## src/rtl/erts_pkg.sv

```systemverilog
// shared types and constants for the echo reply round trip statistics block
// no dependencies; used by the interfaces and all rtl modules
package erts_pkg;

   localparam logic signed [31:0] TRIP_NONE_MIN = 32'sd999999999;
   localparam logic [20:0] MICROS_PER_SECOND = 21'd1000000;
   localparam int DIV_STEPS = 48;
   localparam int DIV_CNT_W = 6;

   typedef struct packed {
      logic [3:0]  header_len_words;
      logic [15:0] packet_length;
      logic [7:0]  msg_type;
      logic [15:0] msg_ident;
      logic [15:0] msg_sequence;
      logic [31:0] sent_seconds;
      logic [19:0] sent_micros;
      logic [31:0] now_seconds;
      logic [19:0] now_micros;
   } req_type;

   typedef struct packed {
      logic               accepted;
      logic signed [31:0] trip_micros;
      logic [31:0]        reply_total;
      logic signed [31:0] min_trip;
      logic signed [31:0] max_trip;
      logic signed [31:0] average_trip;
   } rsp_type;

   typedef struct packed {
      logic busy;
      logic done;
   } div_stat_type;

endpackage

```

## src/rtl/erts_ifs.sv

```systemverilog
// valid/ready channel interfaces for request, response and register write
// depends on erts_pkg for the payload types
interface erts_req_if;
   logic              valid;
   logic              ready;
   erts_pkg::req_type data;
   modport source (output valid, output data, input ready);
   modport sink (input valid, input data, output ready);
endinterface

interface erts_rsp_if;
   logic              valid;
   logic              ready;
   erts_pkg::rsp_type data;
   modport source (output valid, output data, input ready);
   modport sink (input valid, input data, output ready);
endinterface

interface erts_csr_if;
   logic        valid;
   logic        ready;
   logic [15:0] data;
   modport source (output valid, output data, input ready);
   modport sink (input valid, input data, output ready);
endinterface

```

## src/rtl/erts_trip.sv

```systemverilog
// round trip arithmetic: seconds/microseconds difference, scale, clamp to 32-bit
// depends on erts_pkg
module erts_trip (
   input  logic               clock,
   input  logic               load,
   input  erts_pkg::req_type  item,
   output logic signed [31:0] trip
);

   logic signed [32:0] dsec;
   logic signed [20:0] dus;
   logic               borrow;
   logic signed [33:0] dsec_adj;
   logic signed [21:0] dus_adj;
   logic signed [54:0] prod_ff;
   logic signed [54:0] prod_in;
   logic signed [21:0] dus_ff;
   logic signed [21:0] dus_in;
   logic signed [55:0] total;
   logic               over_hi;
   logic               over_lo;

   assign dsec     = $signed({1'b0, item.now_seconds}) - $signed({1'b0, item.sent_seconds});
   assign dus      = $signed({1'b0, item.now_micros}) - $signed({1'b0, item.sent_micros});
   assign borrow   = dus[20];
   assign dsec_adj = {dsec[32], dsec} - $signed({33'd0, borrow});
   assign dus_adj  = {dus[20], dus}
                     + (borrow ? $signed({1'b0, erts_pkg::MICROS_PER_SECOND}) : 22'sd0);
   assign prod_in  = dsec_adj * $signed({1'b0, erts_pkg::MICROS_PER_SECOND});
   assign dus_in   = dus_adj;

   always_ff @(posedge clock) begin
      if (load) begin
         prod_ff <= prod_in;
         dus_ff  <= dus_in;
      end
   end

   assign total   = {prod_ff[54], prod_ff} + {{34{dus_ff[21]}}, dus_ff};
   // out of range when bits 31 and above are not all copies of the sign
   assign over_hi = !total[55] && (|total[54:31]);
   assign over_lo = total[55] && !(&total[54:31]);

   always_comb begin
      if (over_hi) begin
         trip = 32'sh7FFFFFFF;
      end else if (over_lo) begin
         trip = 32'sh80000000;
      end else begin
         trip = total[31:0];
      end
   end

endmodule

```

## src/rtl/erts_div.sv

```systemverilog
// iterative restoring divider, one quotient bit per cycle, signed result clamped to 32 bits
// depends on erts_pkg
module erts_div (
   input  logic                   clock,
   input  logic                   reset,
   input  logic                   start,
   input  logic signed [47:0]     dividend,
   input  logic [31:0]            divisor,
   output erts_pkg::div_stat_type stat,
   output logic signed [31:0]     quotient
);

   logic                           busy_ff, busy_in;
   logic                           done_ff, done_in;
   logic                           neg_ff, neg_in;
   logic [erts_pkg::DIV_CNT_W-1:0] cnt_ff, cnt_in;
   logic [31:0]                    rem_ff, rem_in;
   logic [47:0]                    quo_ff, quo_in;
   logic [47:0]                    mag;
   logic [32:0]                    trial;
   logic [32:0]                    diff;
   logic                           fits;
   logic                           too_pos;
   logic                           too_neg;

   assign mag   = dividend[47] ? (~dividend + 48'd1) : dividend;
   assign trial = {rem_ff, quo_ff[47]};
   assign diff  = trial - {1'b0, divisor};
   assign fits  = trial >= {1'b0, divisor};

   always_comb begin
      busy_in = busy_ff;
      done_in = 1'b0;
      neg_in  = neg_ff;
      cnt_in  = cnt_ff;
      rem_in  = rem_ff;
      quo_in  = quo_ff;
      if (start) begin
         busy_in = 1'b1;
         neg_in  = dividend[47];
         cnt_in  = '0;
         rem_in  = '0;
         quo_in  = mag;
      end else if (busy_ff) begin
         rem_in = fits ? diff[31:0] : trial[31:0];
         quo_in = {quo_ff[46:0], fits};
         cnt_in = cnt_ff + 1'b1;
         if (cnt_ff == erts_pkg::DIV_CNT_W'(erts_pkg::DIV_STEPS - 1)) begin
            busy_in = 1'b0;
            done_in = 1'b1;
         end
      end
   end

   always_ff @(posedge clock) begin
      if (reset) begin
         busy_ff <= 1'b0;
         done_ff <= 1'b0;
      end else begin
         busy_ff <= busy_in;
         done_ff <= done_in;
      end
      neg_ff <= neg_in;
      cnt_ff <= cnt_in;
      rem_ff <= rem_in;
      quo_ff <= quo_in;
   end

   // magnitude limits: 2^31 - 1 when positive, 2^31 when negative
   assign too_pos = |quo_ff[47:31];
   assign too_neg = (|quo_ff[47:32]) || (quo_ff[31] && (|quo_ff[30:0]));

   always_comb begin
      if (neg_ff) begin
         quotient = too_neg ? 32'sh80000000 : $signed(~quo_ff[31:0] + 32'd1);
      end else begin
         quotient = too_pos ? 32'sh7FFFFFFF : $signed(quo_ff[31:0]);
      end
   end

   assign stat.busy = busy_ff;
   assign stat.done = done_ff;

endmodule

```

## src/rtl/echo_reply_rtt_statistics.sv

```systemverilog
// top level: reply filter, sequencer, running statistics and result register
// depends on erts_pkg, erts_ifs, erts_trip and erts_div
//
//  channel   dir  handshake      payload
//  req_ch    in   valid/ready    erts_pkg::req_type (parsed header and timestamps)
//  rsp_ch    out  valid/ready    erts_pkg::rsp_type (flag, trip and statistics)
//  csr_ch    in   valid/ready    16-bit match identifier, always ready
//
// after the request transfer the sequencer runs the multiply, clamp and statistics update, then the
// 48-step divider for the average, and then presents the result
// while no reply has been counted the divide is skipped and the result follows the update
// a request is taken only while the sequencer is idle; the result register holds
// until its transfer, after which the next request is taken
// synchronous reset clears the statistics and the match identifier
module echo_reply_rtt_statistics (
   input logic        clock,
   input logic        reset,
   erts_req_if.sink   req_ch,
   erts_rsp_if.source rsp_ch,
   erts_csr_if.sink   csr_ch
);

   localparam logic [2:0] ST_IDLE   = 3'd0;
   localparam logic [2:0] ST_MULT   = 3'd1;
   localparam logic [2:0] ST_TRIP   = 3'd2;
   localparam logic [2:0] ST_UPDATE = 3'd3;
   localparam logic [2:0] ST_DSTART = 3'd4;
   localparam logic [2:0] ST_DIV    = 3'd5;
   localparam logic [2:0] ST_RESP   = 3'd6;

   logic [2:0]             state_ff, state_in;
   logic [15:0]            ident_ff, ident_in;
   erts_pkg::req_type      item_ff, item_in;
   logic                   ok_ff, ok_in;
   logic signed [31:0]     trip_ff, trip_in;
   logic [31:0]            count_ff, count_in;
   logic signed [31:0]     min_ff, min_in;
   logic signed [31:0]     max_ff, max_in;
   logic signed [47:0]     sum_ff, sum_in;
   logic signed [31:0]     avg_ff, avg_in;
   logic                   req_xfer;
   logic                   rsp_xfer;
   logic                   long_enough;
   logic                   ok_now;
   logic signed [31:0]     trip_calc;
   logic signed [48:0]     sum_ext;
   logic                   div_start;
   erts_pkg::div_stat_type div_stat;
   logic signed [31:0]     div_quo;

   assign req_ch.ready = (state_ff == ST_IDLE);
   assign req_xfer     = req_ch.valid && req_ch.ready;
   assign rsp_ch.valid = (state_ff == ST_RESP);
   assign rsp_xfer     = rsp_ch.valid && rsp_ch.ready;
   assign csr_ch.ready = 1'b1;

   // header bytes plus the 8 bytes of icmp header
   assign long_enough = {1'b0, req_ch.data.packet_length}
                        >= ({11'd0, req_ch.data.header_len_words, 2'b00} + 17'd8);
   assign ok_now = long_enough && (req_ch.data.msg_type == 8'd0)
                   && (req_ch.data.msg_ident == ident_ff)
                   && (req_ch.data.msg_sequence != 16'd0);

   erts_trip u_trip (
      .clock (clock),
      .load  (state_ff == ST_MULT),
      .item  (item_ff),
      .trip  (trip_calc)
   );

   erts_div u_div (
      .clock    (clock),
      .reset    (reset),
      .start    (div_start),
      .dividend (sum_ff),
      .divisor  (count_ff),
      .stat     (div_stat),
      .quotient (div_quo)
   );

   assign sum_ext = {sum_ff[47], sum_ff} + {{17{trip_ff[31]}}, trip_ff};

   always_comb begin
      state_in  = state_ff;
      ident_in  = ident_ff;
      item_in   = item_ff;
      ok_in     = ok_ff;
      trip_in   = trip_ff;
      count_in  = count_ff;
      min_in    = min_ff;
      max_in    = max_ff;
      sum_in    = sum_ff;
      avg_in    = avg_ff;
      div_start = 1'b0;
      if (csr_ch.valid) begin
         ident_in = csr_ch.data;
      end
      case (state_ff)
         ST_IDLE: begin
            if (req_xfer) begin
               item_in  = req_ch.data;
               ok_in    = ok_now;
               state_in = ST_MULT;
            end
         end
         ST_MULT: begin
            state_in = ST_TRIP;
         end
         ST_TRIP: begin
            trip_in  = ok_ff ? trip_calc : 32'sd0;
            state_in = ST_UPDATE;
         end
         ST_UPDATE: begin
            if (ok_ff) begin
               if (count_ff != '1) begin
                  count_in = count_ff + 32'd1;
               end
               // saturate the sum when the carry disagrees with the sign
               if (sum_ext[48] != sum_ext[47]) begin
                  sum_in = sum_ext[48] ? {1'b1, 47'd0} : {1'b0, {47{1'b1}}};
               end else begin
                  sum_in = sum_ext[47:0];
               end
               if (trip_ff < min_ff) begin
                  min_in = trip_ff;
               end
               if (trip_ff > max_ff) begin
                  max_in = trip_ff;
               end
            end
            state_in = ST_DSTART;
         end
         ST_DSTART: begin
            if (count_ff == 32'd0) begin
               avg_in   = 32'sd0;
               state_in = ST_RESP;
            end else begin
               div_start = 1'b1;
               state_in  = ST_DIV;
            end
         end
         ST_DIV: begin
            if (div_stat.done) begin
               avg_in   = div_quo;
               state_in = ST_RESP;
            end
         end
         ST_RESP: begin
            if (rsp_xfer) begin
               state_in = ST_IDLE;
            end
         end
         default: begin
            state_in = ST_IDLE;
         end
      endcase
   end

   always_ff @(posedge clock) begin
      if (reset) begin
         state_ff <= ST_IDLE;
         ident_ff <= 16'd0;
         count_ff <= 32'd0;
         min_ff   <= erts_pkg::TRIP_NONE_MIN;
         max_ff   <= 32'sd0;
         sum_ff   <= 48'sd0;
      end else begin
         state_ff <= state_in;
         ident_ff <= ident_in;
         count_ff <= count_in;
         min_ff   <= min_in;
         max_ff   <= max_in;
         sum_ff   <= sum_in;
      end
      item_ff <= item_in;
      ok_ff   <= ok_in;
      trip_ff <= trip_in;
      avg_ff  <= avg_in;
   end

   assign rsp_ch.data.accepted     = ok_ff;
   assign rsp_ch.data.trip_micros  = trip_ff;
   assign rsp_ch.data.reply_total  = count_ff;
   assign rsp_ch.data.min_trip     = min_ff;
   assign rsp_ch.data.max_trip     = max_ff;
   assign rsp_ch.data.average_trip = avg_ff;

`ifndef ASSERT_OFF
   a_busy_after_req: assert property (@(posedge clock) disable iff (reset)
      req_xfer |=> !req_ch.ready)
      else $error("request taken while a previous one is in progress");

   a_reject_zero_trip: assert property (@(posedge clock) disable iff (reset)
      (rsp_ch.valid && !rsp_ch.data.accepted) |-> (rsp_ch.data.trip_micros == 32'sd0))
      else $error("rejected packet reports a nonzero trip");

   a_min_not_above_max: assert property (@(posedge clock) disable iff (reset)
      (count_ff != 32'd0) |-> (min_ff <= max_ff))
      else $error("minimum trip above maximum trip");

   a_div_start_idle: assert property (@(posedge clock) disable iff (reset)
      div_start |-> !div_stat.busy)
      else $error("divider started while busy");
`endif

endmodule

```

## src/flat_wrapper.sv

```systemverilog
// flat-port wrapper written by rule: the top's interface ports become plain ports
module echo_reply_rtt_statistics_flat 
  (clock, reset, req_ch_valid, req_ch_data, req_ch_ready, rsp_ch_valid, rsp_ch_data, rsp_ch_ready, csr_ch_valid, csr_ch_data, csr_ch_ready);
  erts_req_if req_ch_i ();
  erts_rsp_if rsp_ch_i ();
  erts_csr_if csr_ch_i ();
  input logic clock;
  input logic reset;
  input wire logic [$bits(req_ch_i.valid)-1:0] req_ch_valid;
  input wire logic [$bits(req_ch_i.data)-1:0] req_ch_data;
  output wire logic [$bits(req_ch_i.ready)-1:0] req_ch_ready;
  output wire logic [$bits(rsp_ch_i.valid)-1:0] rsp_ch_valid;
  output wire logic [$bits(rsp_ch_i.data)-1:0] rsp_ch_data;
  input wire logic [$bits(rsp_ch_i.ready)-1:0] rsp_ch_ready;
  input wire logic [$bits(csr_ch_i.valid)-1:0] csr_ch_valid;
  input wire logic [$bits(csr_ch_i.data)-1:0] csr_ch_data;
  output wire logic [$bits(csr_ch_i.ready)-1:0] csr_ch_ready;
  assign req_ch_i.valid = req_ch_valid;
  assign req_ch_i.data = req_ch_data;
  assign req_ch_ready = req_ch_i.ready;
  assign rsp_ch_valid = rsp_ch_i.valid;
  assign rsp_ch_data = rsp_ch_i.data;
  assign rsp_ch_i.ready = rsp_ch_ready;
  assign csr_ch_i.valid = csr_ch_valid;
  assign csr_ch_i.data = csr_ch_data;
  assign csr_ch_ready = csr_ch_i.ready;
  echo_reply_rtt_statistics u_core (.clock(clock), .reset(reset), .req_ch(req_ch_i), .rsp_ch(rsp_ch_i), .csr_ch(csr_ch_i));
endmodule
```

## config.mk

```make
export PLATFORM = sky130hd
export DESIGN_NAME = echo_reply_rtt_statistics_flat
export DESIGN_NICKNAME = d
export VERILOG_FILES = /design/src/rtl/erts_pkg.sv /design/src/rtl/erts_ifs.sv /design/src/rtl/erts_trip.sv /design/src/rtl/erts_div.sv /design/src/rtl/echo_reply_rtt_statistics.sv /design/src/flat_wrapper.sv
export SDC_FILE = /design/constraint.sdc
export NUM_CORES = 2
export LEC_CHECK = 0
export BUFFER_PORTS_ARGS = -buffer_cell sky130_fd_sc_hd__buf_2
export CORE_MARGIN = 2
export CORE_UTILIZATION = 56
export CTS_CLUSTER_SIZE = 8
export DETAILED_ROUTE_END_ITERATION = 7
export GPL_TIMING_DRIVEN = 0
export PLACE_DENSITY = 0.83
export SLEW_MARGIN = 20
export SYNTH_ARGS = -nofsm -noshare
export SYNTH_HDL_FRONTEND = slang
export SYNTH_SLANG_ARGS = --single-unit
```

## constraint.sdc

```tcl
create_clock -name clock -period 9.85 [get_ports clock]
set_input_delay 0.985 -clock clock [delete_from_list [all_inputs] [get_ports clock]]
set_output_delay 0.985 -clock clock [all_outputs]
set_load 0.01 [all_outputs]
```

Word level (Yosys, flattened, before mapping) --
Index checks and enable logic that the tools add are counted.
Operators by class: add/subtract/negate cells 12, multipliers 1, multiplexer cells 26, reduce and logical (&&, ||, !) cells 31, equal/unequal tests 14, bitwise logic cells 4, $lt $le $gt $ge 4
Operators with widths (count):
- two-way mux 48 bit | 5
- two-way mux 32 bit | 7
- adder 32 x 1 -> 32 bit, second input constant | 2
- case mux 32 bit (2 select lines) | 1
- adder 55 x 22 -> 56 bit | 1
- adder 48 x 32 -> 49 bit | 1
- multiplier 34 x 15 -> 49 bit, second input constant | 1
- adder 48 x 1 -> 48 bit, second input constant | 1
- NOT 48 bit | 1
- subtractor 33 x 2 -> 34 bit | 1
- greater-or-equal comparator 33 x 32 -> 1 bit | 1
- subtractor 32 x 32 -> 33 bit | 1
- > comparator 32 bit | 1
- logical NOT 32 bit | 1
- < comparator 32 bit | 1
- inequality test 32 bit, second input constant | 1
- NOT 32 bit | 1
- subtractor 32 bit | 1
- two-way mux 31 bit | 1
- OR reduction 31 bit | 1
- AND reduction 24 bit | 1
- OR reduction 24 bit | 1
- adder 21 x 21 -> 22 bit | 1
- case mux 3 bit (7 select lines) | 1
- other kinds (30) | 57
Word-level totals: register bits 492, bits of input ports 185, logic and storage cells 114, output and inout port bits 164

Depth between registers and ports, before layout --
word-level depth 7, depth in mapped cells 44, gate-level depth less buffers 43

Modules after synthesis --
A second synthesis with hierarchy kept.
Second synthesis, totals: cell total of the unflattened synthesis 4798, area total of the unflattened synthesis 44556.5 µm²
Modules (own cells, without submodules):
- echo_reply_rtt_statistics | cells each 1737, area an instance 18728.0 µm², instances 1
- erts_trip | cells each 2071, area an instance 18069.8 µm², instances 1
- erts_div | cells each 990, area an instance 7758.7 µm², instances 1

Least setup slack after synthesis --
Ideal clock, no wire load.
path kind register to register, start point register u_core.item_ff[2] (netlist name), end point register u_core.u_trip.prod_ff[54], data pin, arrival 9.160 ns, stages on the path, launching flop included 41, library setup time 0.265 ns, path slack 0.425 ns, buffers on the path 1, clock period less this slack 9.425 ns, cell sequence edfxtp_1 -> ha_1 -> nor2b_1 -> o21ai_0 -> a21boi_0 -> o211ai_1 -> a21oi_1 -> a211oi_1 -> o2bb2ai_1 -> o21bai_1 -> a41oi_1 -> and3b_1 -> o31ai_1 -> inv_1 -> ha_1 -> ha_1 -> nand4_1 -> or2_2 -> [... 5 more ...] -> ha_1 -> inv_1 -> fa_1 -> fa_1 -> fa_1 -> inv_1 -> fa_1 -> ha_1 -> ha_1 -> a21o_1 -> a21o_1 -> a21oi_1 -> nor2_1 -> a311oi_1 -> nand2_1 -> a21oi_1 -> o21ai_0 -> xnor2_1
Between the ends: longest elaborated chain between the ends 3
RTL lines:
- start: declaration | line echo_reply_rtt_statistics.sv:33 | erts_pkg::req_type item_ff, item_in;
- start signal: assignment | line echo_reply_rtt_statistics.sv:175 | item_ff <= item_in;
- subtractor 20 x 20 -> 21 bit | line erts_trip.sv:24 | assign dus = $signed({1'b0, item.now_micros}) - $signed({1'b0, item.sent_micros});
- subtractor 33 x 2 -> 34 bit | line erts_trip.sv:26 | assign dsec_adj = {dsec[32], dsec} - $signed({33'd0, borrow});
- multiplier 34 x 15 -> 49 bit | line erts_trip.sv:29 | assign prod_in = dsec_adj * $signed({1'b0, erts_pkg::MICROS_PER_SECOND});
- named net u_core.u_trip.prod_in[54] | line erts_trip.sv:16 | logic signed [54:0] prod_in;
- end signal: assignment | line erts_trip.sv:34 | prod_ff <= prod_in;
- end: declaration | line erts_trip.sv:15 | logic signed [54:0] prod_ff;
The timed path passes the listed nets, and every way through them passes these cells. A chain may end at the register's enable or synchronous reset.

Worst setup path after layout --
start point register u_core.item_ff[52] (netlist name), end point register u_core.u_trip.prod_ff[54], data pin
Same word-level chain as after synthesis.

==> flow_summary.json <==
{
  "outcome": "completed",
  "detail-route-antenna-nets": 0,
  "vias": 34100,
  "numCtsBuffers": 73,
  "reg2reg_to": "u_core.u_trip.prod_ff[54]$_DFFE_PP_",
  "synthesis.nets": 5265,
  "cts_tree": "done",
  "insertion_delay_ns": 0.62,
  "grt_pass1_wl_mm": 163,
  "hold_buffers": 0,
  "io_pins": 349,
  "ys_seq_area_frac": 0.312,
  "synth.avg_cell_area_um2": 9.21,
  "ys_types": 84,
  "grt_pass1_vias": 33200,
  "endpoint_kind": "register",
  "synth-xor-area-share": 0.0720,
  "rrSetupSlack_ns": 0.30,
  "dieArea_mm2": 0.0752,
  "slew_headroom": 0.287,
  "min_path_type": "register to register",
  "min_path_cells": 2,
  "overflow": 0,
  "syn_to_final_growth_pct": 14.0,
  "grt_max_degree": 60,
  "grt_antenna_before_repair": 1,
  "startpoint_type": "register",
  "syn-cell-area_mm2": 0.0409,
  "final_util": 0.642,
  "path_max_fanout": 6,
  "drt-total-wl_mm": 104,
  "cts_sinks": 492,
  "hold_viol": 0,
  "drv_slew": 0,
  "h-tree-depth": 3,
  "ys.flop_type": "edfxtp_1",
  "hold_end": "u_core.u_div.rem_ff[3]$_SDFFE_PP0P_",
  "drcViolationCount": 0,
  "r2r_cells": 41,
  "gp_congestion": 0.937,
  "drt_iter0_drc": 2093,
  "fin_crit_ns": 9.55,
  "synthAdderAreaFrac": 0.237,
  "synth-seq-cells": 492,
  "synth-compound-area-share": 0.168,
  "critPathRequiredTime_ns": 10.17,
  "drive_gt1_frac": 0.114,
  "yosys.area_share.simple": 0.133,
  "fin_nets": 5710,
  "crit_slowest_cell": "fa_1",
  "ys.warnings.count": 0,
  "finalClockSkew_ns": 0.0213,
  "synthTopCellsByArea": "edfxtp_1 (21%), ha_1 (15%), dfxtp_1 (9.9%)",
  "maxCapViolCount": 0,
  "detail_route.wl_per_cell_um": 17.7,
  "netlist_instances": 4439,
  "worstSetupPathType": "register to register",
  "firstDrtPassIters": 6,
  "die_h_um": 274,
  "via_per_inst": 5.80,
  "clk_path_buf_depth": 3,
  "cpMostUsedCell": "fa_1",
  "synth-edff-count": 289,
  "place_hpwl_mm": 80.3,
  "start_util": 0.563,
  "portBuffers": 345,
  "clk_root_buffer_cell": "clkbuf_16",
  "die_w_um": 274,
  "coreArea_mm2": 0.0726,
  "worstReg2RegStart": "u_core.item_ff[52]$_DFFE_PP_",
  "clk_pin_slew_ns": 0.05,
  "grt_use_total": 0.267,
  "worstHoldStart": "u_core.u_div.rem_ff[2]$_SDFFE_PP0P_",
  "max_freq_mhz": 105,
  "synth_top_family_by_area": "adder cells",
  "synth-async-reset-ratio": 0,
  "final-setup-viol-count": 0,
  "tightest_slew_ns": 1.07,
  "synth_top_area_cell": "edfxtp_1",
  "row_count": 99,
  "synth.top_cell.area_share": 0.212,
  "synth_mux_area_frac": 0.0189,
  "critPathMaxStageDelay_ns": 0.56,
  "min_period_over_period": 0.970,
  "worstPathArrival_ns": 9.87
}
## worst max-delay path by stage
| stage | start | endpoint | slack [ns] | cells after the start |
|---|---|---|---|---|
| final | u_core.item_ff[52]$_DFFE_PP_ | u_core.u_trip.prod_ff[54]$_DFFE_PP_ | 0.30 | 41 |
| after floorplan | u_core.item_ff[2]$_DFFE_PP_ | u_core.u_trip.prod_ff[54]$_DFFE_PP_ | 0.43 | 40 |
| after CTS | u_core.item_ff[2]$_DFFE_PP_ | u_core.u_trip.prod_ff[54]$_DFFE_PP_ | -0.02 | 40 |
| after global placement | u_core.item_ff[2]$_DFFE_PP_ | u_core.u_trip.prod_ff[54]$_DFFE_PP_ | -1.19 | 40 |
| after detailed placement | u_core.item_ff[2]$_DFFE_PP_ | u_core.u_trip.prod_ff[54]$_DFFE_PP_ | -1.34 | 40 |
| after global routing | u_core.item_ff[0]$_DFFE_PP_ | u_core.u_trip.prod_ff[54]$_DFFE_PP_ | -0.14 | 41 |
## cell usage after synthesis (70+ instances only)
library cell,count
inv_1,496
ha_1,478
nor2_1,361
a21oi_1,331
edfxtp_1,289
nand2_1,257
o21ai_0,248
dfxtp_1,203
xnor2_1,195
fa_1,163
xor2_1,141
clkbuf_1,130
a21o_1,129
mux2i_1,76
nor3_1,70
## cell type report
class / instances / area, um^2
fillers: 5767 / 26000
clock buffers: 102 / 1950
clock inverters: 10 / 128
plain buffers: 140 / 546
diodes: 1 / 2.50
well taps: 959 / 1200
inverters: 497 / 1870
flip-flops and latches: 492 / 12700
multi-input cells: 3309 / 26200
repair buffers: 371 / 2010
## cell usage in the layout (no fill, tap or decap), drive strengths merged, types with 30 or more instances in the layout
master  netlist  final
or3          35     35
maj3         44     44
mux2i        76     76
xor2        141    141
edfxtp      289    289
nor4         38     38
buf          10    381
nand2b       39     39
a21o        129    129
nand4        58     58
nand2       257    257
o21ai       250    250
nor2b        46     46
o31ai        32     32
o21a         42     42
and3         36     36
fa          163    163
clkbuf      131    232
a31oi        43     43
ha          478    478
a211oi       66     66
nor3         70     70
nor2        361    361
inv         496    500
o21bai       30     30
nand3        66     66
xnor2       195    195
dfxtp       203    203
a21oi       331    331
## through the flow
| step | std cells | setup WS [ns] | TNS, ns | hold slack [ns] | cell area (um^2) |
|---|---|---|---|---|---|
| finish | 5881 | 0.296 | 0 | 0.513 | 46600 |
| global route | 5881 | -0.139 | -0.443 | 0.515 | 46600 |
| CTS | 5868 | -0.0228 | -0.0228 | 0.505 | 46300 |
| detailed placement | 5749 | -1.34 | -15.94 | 0.489 | 44000 |
| global placement | 5743 | -1.19 | -12.11 | 0.485 | 43800 |
| floorplan | 4439 | 0.425 | 0 | 0.462 | 40900 |
## worst max-delay path, delay by kind of cell, from the launching register on
| kind | cells | cell delay, ns |
|---|---|---|
| AOI/OAI and AO/OA | 15 | 2.47 |
| xor gates and xnor gates | 2 | 0.35 |
| adders and majority gates | 10 | 3.92 |
| buffers and inverters | 6 | 0.53 |
| DFF | 1 | 0.37 |
| and+or+nand+nor | 8 | 1.60 |
## cell families (layout without fill, tap and decap cells)
kind of cell               after synthesis  count (layout)
and+or+nand+nor                       1120            1120
AOI/OAI and AO/OA                     1089            1089
adders and majority gates              685             685
buffers and inverters                  638            1120
DFF                                    492             492
xor gates and xnor gates               336             336
muxes                                   77              77
other                                    2               3
## flip-flops by register name, indices dropped and copies added, names as in the netlist, 16 cells and up
register / cells
u_core.item_ff: 104
u_core.u_trip.prod_ff: 49
u_core.sum_ff: 48
u_core.u_div.quo_ff: 48
u_core.avg_ff: 32
u_core.count_ff: 32
u_core.max_ff: 32
u_core.min_ff: 32
u_core.trip_ff: 32
u_core.u_div.rem_ff: 32
u_core.u_trip.dus_ff: 22
u_core.ident_ff: 16
## repair_timing
action | 4_1_cts | 5_1_grt
endpoints found under the setup margin | 25 | 15
setup buffers | 7 | 12
resized for setup | 36 | 32
pin swaps | 3 | 8
cloned | 0 | 0
## per-layer routing
metal  vias to the layer above  wire length (um)  GRT usage
met1                     16100             43000      0.322
li1                      16700                 -          -
met2                      1023             50700      0.465
met4                         0              4310      0.118
met3                       277              6110     0.0472
met5                         -                 0          0
Power is left out: the tool's default activity adds up to more than one toggle a clock period on the data nets, which glitch-free logic cannot reach.
